`config.mk`:
```
export PLATFORM = sky130hd
export DESIGN_NAME = ac3_frame_header_decoder
export DESIGN_NICKNAME = d
export VERILOG_FILES = /design/src/rtl/ac3_fhd_pkg.sv /design/src/rtl/ac3_frame_header_decoder.sv
export SDC_FILE = /design/constraint.sdc
export NUM_CORES = 1
export LEC_CHECK = 0
export ABC_AREA = 1
export BUFFER_PORTS_ARGS = -buffer_cell sky130_fd_sc_hd__buf_2
export CORE_UTILIZATION = 30
export DETAILED_ROUTE_END_ITERATION = 6
export PLACE_DENSITY = 0.5
export SYNTH_ARGS = -nofsm -noshare
export SYNTH_HDL_FRONTEND = slang
export SYNTH_SLANG_ARGS = --single-unit
```
`constraint.sdc`:
```
create_clock -name clk_i -period 5 [get_ports clk_i]
set_input_delay 1 -clock clk_i [delete_from_list [all_inputs] [get_ports clk_i]]
set_output_delay 1 -clock clk_i [all_outputs]
set_load 0.02 [all_outputs]
```
`src/rtl/ac3_fhd_pkg.sv`:
```
// package for the ac3 frame header decoder: payload types, constants and lookup tables
package ac3_fhd_pkg;

  // sync word and header layout
  localparam logic [7:0] SYNC_HIGH        = 8'h0B;
  localparam logic [7:0] SYNC_LOW         = 8'h77;
  localparam logic [3:0] MIN_SYNC_BYTES   = 4'd2;
  localparam logic [3:0] MIN_HEADER_BYTES = 4'd8;
  localparam logic [5:0] SIZE_CODES       = 6'd38;

  // sample-rate codes
  localparam logic [1:0] RATE_48K       = 2'd0;
  localparam logic [1:0] RATE_44K1      = 2'd1;
  localparam logic [1:0] RATE_32K       = 2'd2;
  localparam logic [1:0] RATE_RESERVED  = 2'd3;

  // channel modes that matter for the lfe bit position and service type
  localparam logic [2:0] MODE_DUAL_MONO = 3'd0;
  localparam logic [2:0] MODE_MONO      = 3'd1;
  localparam logic [2:0] MODE_STEREO    = 3'd2;

  // service modes
  localparam logic [2:0] SVC_KARAOKE    = 3'd7;
  localparam logic [2:0] SVC_FIRST_ASSOC = 3'd2;

  typedef struct packed {
    logic [3:0] bytes_available;
    logic [7:0] sync_byte_high;
    logic [7:0] sync_byte_low;
    logic [7:0] rate_size_byte;
    logic [7:0] stream_info_byte;
    logic [7:0] channel_mode_byte;
  } ac3_in_t;

  typedef struct packed {
    logic        sync_ok;
    logic        header_ok;
    logic [11:0] frame_bytes;
    logic [9:0]  kbit_rate;
    logic [1:0]  rate_code;
    logic [15:0] frame_micros;
    logic [4:0]  stream_version;
    logic [2:0]  service_mode;
    logic [2:0]  channel_mode;
    logic [2:0]  full_channels;
    logic        lfe_present;
    logic        main_service;
  } ac3_out_t;

  // nominal bitrate in kbit/s, one entry per pair of size codes
  function automatic logic [9:0] kbps_of_pair(input logic [4:0] pair);
    logic [9:0] r;
    case (pair)
      5'd0:    r = 10'd32;
      5'd1:    r = 10'd40;
      5'd2:    r = 10'd48;
      5'd3:    r = 10'd56;
      5'd4:    r = 10'd64;
      5'd5:    r = 10'd80;
      5'd6:    r = 10'd96;
      5'd7:    r = 10'd112;
      5'd8:    r = 10'd128;
      5'd9:    r = 10'd160;
      5'd10:   r = 10'd192;
      5'd11:   r = 10'd224;
      5'd12:   r = 10'd256;
      5'd13:   r = 10'd320;
      5'd14:   r = 10'd384;
      5'd15:   r = 10'd448;
      5'd16:   r = 10'd512;
      5'd17:   r = 10'd576;
      5'd18:   r = 10'd640;
      default: r = 10'd0;
    endcase
    return r;
  endfunction

  // 44.1 khz frame size in words for the even code of each pair; odd code adds one
  function automatic logic [10:0] words_44k1_of_pair(input logic [4:0] pair);
    logic [10:0] w;
    case (pair)
      5'd0:    w = 11'd69;
      5'd1:    w = 11'd87;
      5'd2:    w = 11'd104;
      5'd3:    w = 11'd121;
      5'd4:    w = 11'd139;
      5'd5:    w = 11'd174;
      5'd6:    w = 11'd208;
      5'd7:    w = 11'd243;
      5'd8:    w = 11'd278;
      5'd9:    w = 11'd348;
      5'd10:   w = 11'd417;
      5'd11:   w = 11'd487;
      5'd12:   w = 11'd557;
      5'd13:   w = 11'd696;
      5'd14:   w = 11'd835;
      5'd15:   w = 11'd975;
      5'd16:   w = 11'd1114;
      5'd17:   w = 11'd1253;
      5'd18:   w = 11'd1393;
      default: w = 11'd0;
    endcase
    return w;
  endfunction

  // duration of 1536 samples in whole microseconds
  function automatic logic [15:0] micros_of_rate(input logic [1:0] fs);
    logic [15:0] m;
    case (fs)
      RATE_48K:  m = 16'd32000;
      RATE_44K1: m = 16'd34830;
      RATE_32K:  m = 16'd48000;
      default:   m = 16'd0;
    endcase
    return m;
  endfunction

  // full-bandwidth channel count per channel mode
  function automatic logic [2:0] channels_of_mode(input logic [2:0] mode);
    logic [2:0] c;
    case (mode)
      3'd0:    c = 3'd2;
      3'd1:    c = 3'd1;
      3'd2:    c = 3'd2;
      3'd3:    c = 3'd3;
      3'd4:    c = 3'd3;
      3'd5:    c = 3'd4;
      3'd6:    c = 3'd4;
      3'd7:    c = 3'd5;
      default: c = 3'd0;
    endcase
    return c;
  endfunction

endpackage

```
`src/rtl/ac3_frame_header_decoder.sv`:
```
// ac3 sync frame header decoder: three-stage pipeline with valid/ready on both sides
//
// Takes the leading bytes of one AC-3 sync frame per transfer and returns one decoded
// header per transfer: sync word check, frame size in bytes, bitrate, frame duration in
// microseconds and the stream fields of bytes 5 and 6. One header can be accepted every
// clock cycle as long as the output takes them. There are three register stages (field
// decode, table lookup, output formatting), each of which stalls only when the stage
// after it is full and not draining, so back-pressure on the output loses and repeats
// nothing. Short headers give zero fields apart from the sync check; reserved or
// out-of-range codes zero only the size, rate and duration fields.
module ac3_frame_header_decoder (
  input  logic                 clk_i,
  input  logic                 rst_ni,
  input  logic                 in_valid_i,
  output logic                 in_ready_o,
  input  ac3_fhd_pkg::ac3_in_t in_data_i,
  output logic                 out_valid_o,
  input  logic                 out_ready_i,
  output ac3_fhd_pkg::ac3_out_t out_data_o
);
  import ac3_fhd_pkg::*;

  typedef struct packed {
    logic       sync_ok;
    logic       long_ok;
    logic       header_ok;
    logic [1:0] fs;
    logic [5:0] sc;
    logic [4:0] ver;
    logic [2:0] svc;
    logic [2:0] mode;
    logic       lfe;
  } dec_t;

  typedef struct packed {
    logic        sync_ok;
    logic        header_ok;
    logic [1:0]  fs;
    logic [10:0] words;
    logic [9:0]  kbps;
    logic [15:0] micros;
    logic [4:0]  ver;
    logic [2:0]  svc;
    logic [2:0]  mode;
    logic [2:0]  chans;
    logic        lfe;
    logic        main;
  } look_t;

  logic     v1_q, v2_q, v3_q;
  logic     rdy1, rdy2, rdy3;
  dec_t     s1_d, s1_q;
  look_t    s2_d, s2_q;
  ac3_out_t s3_d, s3_q;

  // per-stage ready: a stage moves when empty or when the next one moves
  assign rdy3       = !v3_q || out_ready_i;
  assign rdy2       = !v2_q || rdy3;
  assign rdy1       = !v1_q || rdy2;
  assign in_ready_o = rdy1;

  // stage 1: slice fields, check sync, length and codes
  always_comb begin
    logic [1:0] drop;
    logic [2:0] shift;
    s1_d.sync_ok   = (in_data_i.bytes_available >= MIN_SYNC_BYTES) &&
                     (in_data_i.sync_byte_high == SYNC_HIGH) &&
                     (in_data_i.sync_byte_low == SYNC_LOW);
    s1_d.long_ok   = (in_data_i.bytes_available >= MIN_HEADER_BYTES);
    s1_d.fs        = in_data_i.rate_size_byte[7:6];
    s1_d.sc        = in_data_i.rate_size_byte[5:0];
    s1_d.header_ok = s1_d.long_ok && (s1_d.fs != RATE_RESERVED) && (s1_d.sc < SIZE_CODES);
    s1_d.ver       = s1_d.long_ok ? in_data_i.stream_info_byte[7:3] : 5'd0;
    s1_d.svc       = s1_d.long_ok ? in_data_i.stream_info_byte[2:0] : 3'd0;
    s1_d.mode      = s1_d.long_ok ? in_data_i.channel_mode_byte[7:5] : 3'd0;
    // lfe bit sits below zero, one or two 2-bit mix fields
    drop = 2'd0;
    if (s1_d.mode[0] && (s1_d.mode != MODE_MONO)) begin
      drop = drop + 2'd1;
    end
    if (s1_d.mode[2] || (s1_d.mode == MODE_STEREO)) begin
      drop = drop + 2'd1;
    end
    shift = 3'd4 - {drop, 1'b0};
    s1_d.lfe = s1_d.long_ok && in_data_i.channel_mode_byte[shift];
  end

  // stage 2: table lookups
  always_comb begin
    logic [4:0]  pair;
    logic [9:0]  kbps;
    logic [10:0] words;
    pair = s1_q.sc[5:1];
    kbps = kbps_of_pair(pair);
    case (s1_q.fs)
      RATE_48K:  words = {kbps, 1'b0};
      RATE_44K1: words = words_44k1_of_pair(pair) + {10'd0, s1_q.sc[0]};
      RATE_32K:  words = {1'b0, kbps} + {kbps, 1'b0};
      default:   words = 11'd0;
    endcase
    s2_d.sync_ok   = s1_q.sync_ok;
    s2_d.header_ok = s1_q.header_ok;
    s2_d.fs        = s1_q.fs;
    s2_d.words     = words;
    s2_d.kbps      = kbps;
    s2_d.micros    = micros_of_rate(s1_q.fs);
    s2_d.ver       = s1_q.ver;
    s2_d.svc       = s1_q.svc;
    s2_d.mode      = s1_q.mode;
    s2_d.chans     = s1_q.long_ok ? channels_of_mode(s1_q.mode) : 3'd0;
    s2_d.lfe       = s1_q.lfe;
    s2_d.main      = s1_q.long_ok &&
                     ((s1_q.svc < SVC_FIRST_ASSOC) ||
                      ((s1_q.svc == SVC_KARAOKE) && (s1_q.mode > MODE_MONO)));
  end

  // stage 3: byte count and zeroing of rejected headers
  always_comb begin
    s3_d.sync_ok        = s2_q.sync_ok;
    s3_d.header_ok      = s2_q.header_ok;
    s3_d.frame_bytes    = s2_q.header_ok ? {s2_q.words, 1'b0} : 12'd0;
    s3_d.kbit_rate      = s2_q.header_ok ? s2_q.kbps : 10'd0;
    s3_d.rate_code      = s2_q.header_ok ? s2_q.fs : RATE_48K;
    s3_d.frame_micros   = s2_q.header_ok ? s2_q.micros : 16'd0;
    s3_d.stream_version = s2_q.ver;
    s3_d.service_mode   = s2_q.svc;
    s3_d.channel_mode   = s2_q.mode;
    s3_d.full_channels  = s2_q.chans;
    s3_d.lfe_present    = s2_q.lfe;
    s3_d.main_service   = s2_q.main;
  end

  // valid bits
  always_ff @(posedge clk_i or negedge rst_ni) begin
    if (!rst_ni) begin
      v1_q <= 1'b0;
      v2_q <= 1'b0;
      v3_q <= 1'b0;
    end else begin
      if (rdy1) begin
        v1_q <= in_valid_i;
      end
      if (rdy2) begin
        v2_q <= v1_q;
      end
      if (rdy3) begin
        v3_q <= v2_q;
      end
    end
  end

  // payload registers
  always_ff @(posedge clk_i) begin
    if (rdy1 && in_valid_i) begin
      s1_q <= s1_d;
    end
    if (rdy2 && v1_q) begin
      s2_q <= s2_d;
    end
    if (rdy3 && v2_q) begin
      s3_q <= s3_d;
    end
  end

  assign out_valid_o = v3_q;
  assign out_data_o  = s3_q;

  // a rejected header carries no size, rate or duration
  a_reject_zero: assert property (@(posedge clk_i) disable iff (!rst_ni)
    (out_valid_o && !out_data_o.header_ok) |->
      (out_data_o.frame_bytes == 12'd0 && out_data_o.kbit_rate == 10'd0 &&
       out_data_o.frame_micros == 16'd0 && out_data_o.rate_code == RATE_48K))
    else $error("rejected header with non-zero size fields");

  // an accepted header never reports the reserved rate and has a real size and channel count
  a_accept_sane: assert property (@(posedge clk_i) disable iff (!rst_ni)
    (out_valid_o && out_data_o.header_ok) |->
      (out_data_o.rate_code != RATE_RESERVED && out_data_o.frame_bytes != 12'd0 &&
       out_data_o.full_channels != 3'd0))
    else $error("accepted header with bad rate, size or channel count");

  // a stalled pipeline keeps every stage full that was full
  a_stall_keeps: assert property (@(posedge clk_i) disable iff (!rst_ni)
    (v3_q && v2_q && !out_ready_i) |=> (v3_q && v2_q))
    else $error("stalled stage dropped a transfer");

  // input is refused only when every stage is full
  a_ready_full: assert property (@(posedge clk_i) disable iff (!rst_ni)
    !in_ready_o |-> (v1_q && v2_q && v3_q && !out_ready_i))
    else $error("input refused with room in the pipeline");

endmodule

```
==> metrics <==
routed length per instance=11.9 um; Clock Latency Late Sink=0.41 ns; Cells after Synth=521; final setup violation count=0; Worst slew margin=0.377; vias in the first global route=3663; ranking of synthesized cells by area=edfxtp_1 (59%), nand2_1 (9.1%), inv_1 (5.8%); RSZ-0062 raised after global routing=false; PostCTS Resize Cnt=0; MaxCap Viol Count=0; Vias=3630; IO buf count=96; Hold Buf Count CTS=0; clock buffer depth=2; placed cell areas=6320 um2; Synth async-reset ratio=0.0233; final period utilization=0.535; synthesis warning total=0; post-DR vias/cell=4.20; total track usage=0.115; height of the chip=139 um; Post-CTS Setup Bufs=0; Final min period=2.67 ns; initial antenna violation count=0; Starting Density=0.311; Crit-path slowest cell=buf_2; post-route setup slack=2.33 ns; fill count=1773; Cell variety after synth=33; Area Growth Syn to Fin=22.4%; core area=18200 um2; pin count of the biggest net entering global routing=45; setup tns final=0 ns; Post-Place Cells=832; cell repeated most along the worst path=buf_2; grt ovf=0; fin nets=691; TritonCTS Buffers=17; Seq cells post-synth=129; Peak VDD IR=0.000253 V; Crit Path Class=input port to output port; top cell type's share of synthesized area=0.589; f_max=374 MHz; final instance area=6920 um2; max-slew violation count=0; Residual DRC=0; DRT antenna net count=0; CP startpoint kind=input port; Root Buffer Master=clkbuf_16; critical-path cell list=buf_2, inv_1, nand4_4, buf_2; Pwr per Cell Area=475 nW/um2; HPWL Detailed=7.51 mm; # H-tree levels=4; leak pwr=3.27 nW; I/O Pins=108; EDFF count, synth=111; CTS tree=yes; die extent in x=139 um; Worst Tran Pin Value=0.933 ns; CP Max Fanout=9; worst path required time=4.00 ns; Starting DRT DRC Count=138; Hold Fails Final Rpt=0; Routed WL=10.3 mm; clock slew seen by the registers of the worst setup and hold paths=0.06 ns; Largest stage delay, worst path=0.22 ns; Tot Pwr=3.29 mW; Inserted Diodes=0; skew final=0.00883 ns; fraction of layout instances using a drive strength above 1=0.233; RePlAce Congestion=0.767; Seq/Total Area, Yosys=0.655; drt pass-1 iters=4; prevailing post-synth register cell=edfxtp_1; Rows=49; status=finished, final reports clean; leading area contributor after synthesis=edfxtp_1; syn_area_per_cell=10.9 um2; crit end category=output port; CTS sink cnt=129; Post-Layout Cell Count=864; area of the mapped netlist=5660 um2; first-pass GRT wire length=17.4 mm; Critical Path AT=1.67 ns; Setup WS pre-CTS=2.12 ns; worst min-delay path class=input port to async pin; die area=19400 um2
## cell families (layout without fill, tap and decap cells)
group | after synthesis | in the layout | share of synthesized area
AOI/OAI and AO/OA | 28 | 28 | 0.0274
adders and majority gates | 21 | 21 | 0.0478
buffers and inverters | 113 | 220 | 0.0876
DFF | 129 | 129 | 0.655
other | 1 | 8 | 0.000663
and+or+nand+nor | 229 | 229 | 0.181
## power breakdown
| part | switching (mW) | leakage, nW | total, mW | internal [mW] |
|---|---|---|---|---|
| combinational | 0.393 | 1.73 | 0.558 | 0.165 |
| sequential | 0.0822 | 1.25 | 1.51 | 1.43 |
| clock | 0.475 | 0.294 | 1.22 | 0.749 |
## metal layers
layer,up-vias,wire length [um],global-route usage
met2,72,5070,0.196
met3,9,443,0.0327
met4,0,136,0.0591
li1,1897,-,-
met5,-,0,0
met1,1652,4650,0.132
## metrics by stage
stage / hold slack [ns] / utilization
2_1_floorplan: 0.400 / -
3_3_place_gp: 0.402 / 0.347
3_5_place_dp: 0.405 / 0.347
4_1_cts: 0.350 / 0.380
5_1_grt: 0.353 / 0.380
6_report: 0.370 / 0.380
## area by class of cell
type / count / area (um2) / area share
tap: 229 / 287 / 0.0414
inverter: 89 / 334 / 0.0482
sequential: 129 / 3710 / 0.536
clock inverter: 15 / 174 / 0.0251
multi-input combinational: 286 / 1490 / 0.216
clock buffer: 17 / 425 / 0.0614
timing repair buffer: 99 / 503 / 0.0726
## cells in the mapped netlist (2+ instances only)
cell type	instances
clkbuf_1	8
buf_4	14
nand4_1	3
nor2_1	20
ha_1	20
nand2_4	5
edfxtp_1	111
inv_1	88
dfrtp_1	3
or2_2	4
nor3b_1	2
o21ai_0	10
nand2_2	5
nand3_1	41
dfxtp_1	15
nand2_1	137
nor3_1	6
a31oi_1	3
nand3b_1	2
a21oi_1	11
## path summary, 6_finish.rpt
| path | startpoint | end | slack (ns) | cells after the start |
|---|---|---|---|---|
| setup / recovery | out_ready_i | in_ready_o | 2.33 | 4 |
| setup reg to reg | out_valid_o | s2_q[39] | 2.88 | 4 |
| hold / removal | rst_ni | out_valid_o | 0.37 | 1 |
| min in group clk_i | s1_q[8] | s2_q[12] | 0.42 | 0 |
| hold reg to reg | s1_q[8] | s2_q[12] | 0.42 | 0 |
| max in group asynchronous | rst_ni | v2_q | 4.53 | 1 |
## flip-flops by register name, indices dropped and copies added, names as in the netlist, named ones only
register,flops
out_data_o,44
s2_q,44
v1_q,1
s2_d,7
v2_q,1
out_valid_o,1
s1_q,23
## worst max-delay path: cells and delay by family
kind	cells	cell delay, ns
buffers and inverters	3	0.47
and+or+nand+nor	1	0.19
## cells in the final DEF (no fill, tap or decap), drive strengths merged
| cell | netlist | final |
|---|---|---|
| o21bai | 1 | 1 |
| o311ai | 1 | 1 |
| a31oi | 3 | 3 |
| nor4 | 1 | 1 |
| a21oi | 11 | 11 |
| nand3 | 41 | 41 |
| clkbuf | 8 | 17 |
| o21ai | 10 | 10 |
| nor3 | 6 | 6 |
| nand3b | 2 | 2 |
| conb | 1 | 8 |
| nor3b | 2 | 2 |
| nand2 | 147 | 147 |
| ha | 20 | 20 |
| dfrtp | 3 | 3 |
| buf | 16 | 99 |
| fa | 1 | 1 |
| nor2 | 21 | 21 |
| edfxtp | 111 | 111 |
| o22ai | 1 | 1 |
| bufinv | 0 | 2 |
| nand4 | 4 | 4 |
| or2 | 5 | 5 |
| dfxtp | 15 | 15 |
| o2111ai | 1 | 1 |
| clkinv | 0 | 7 |
| inv | 89 | 95 |
Power figures use the tool's default switching activity.
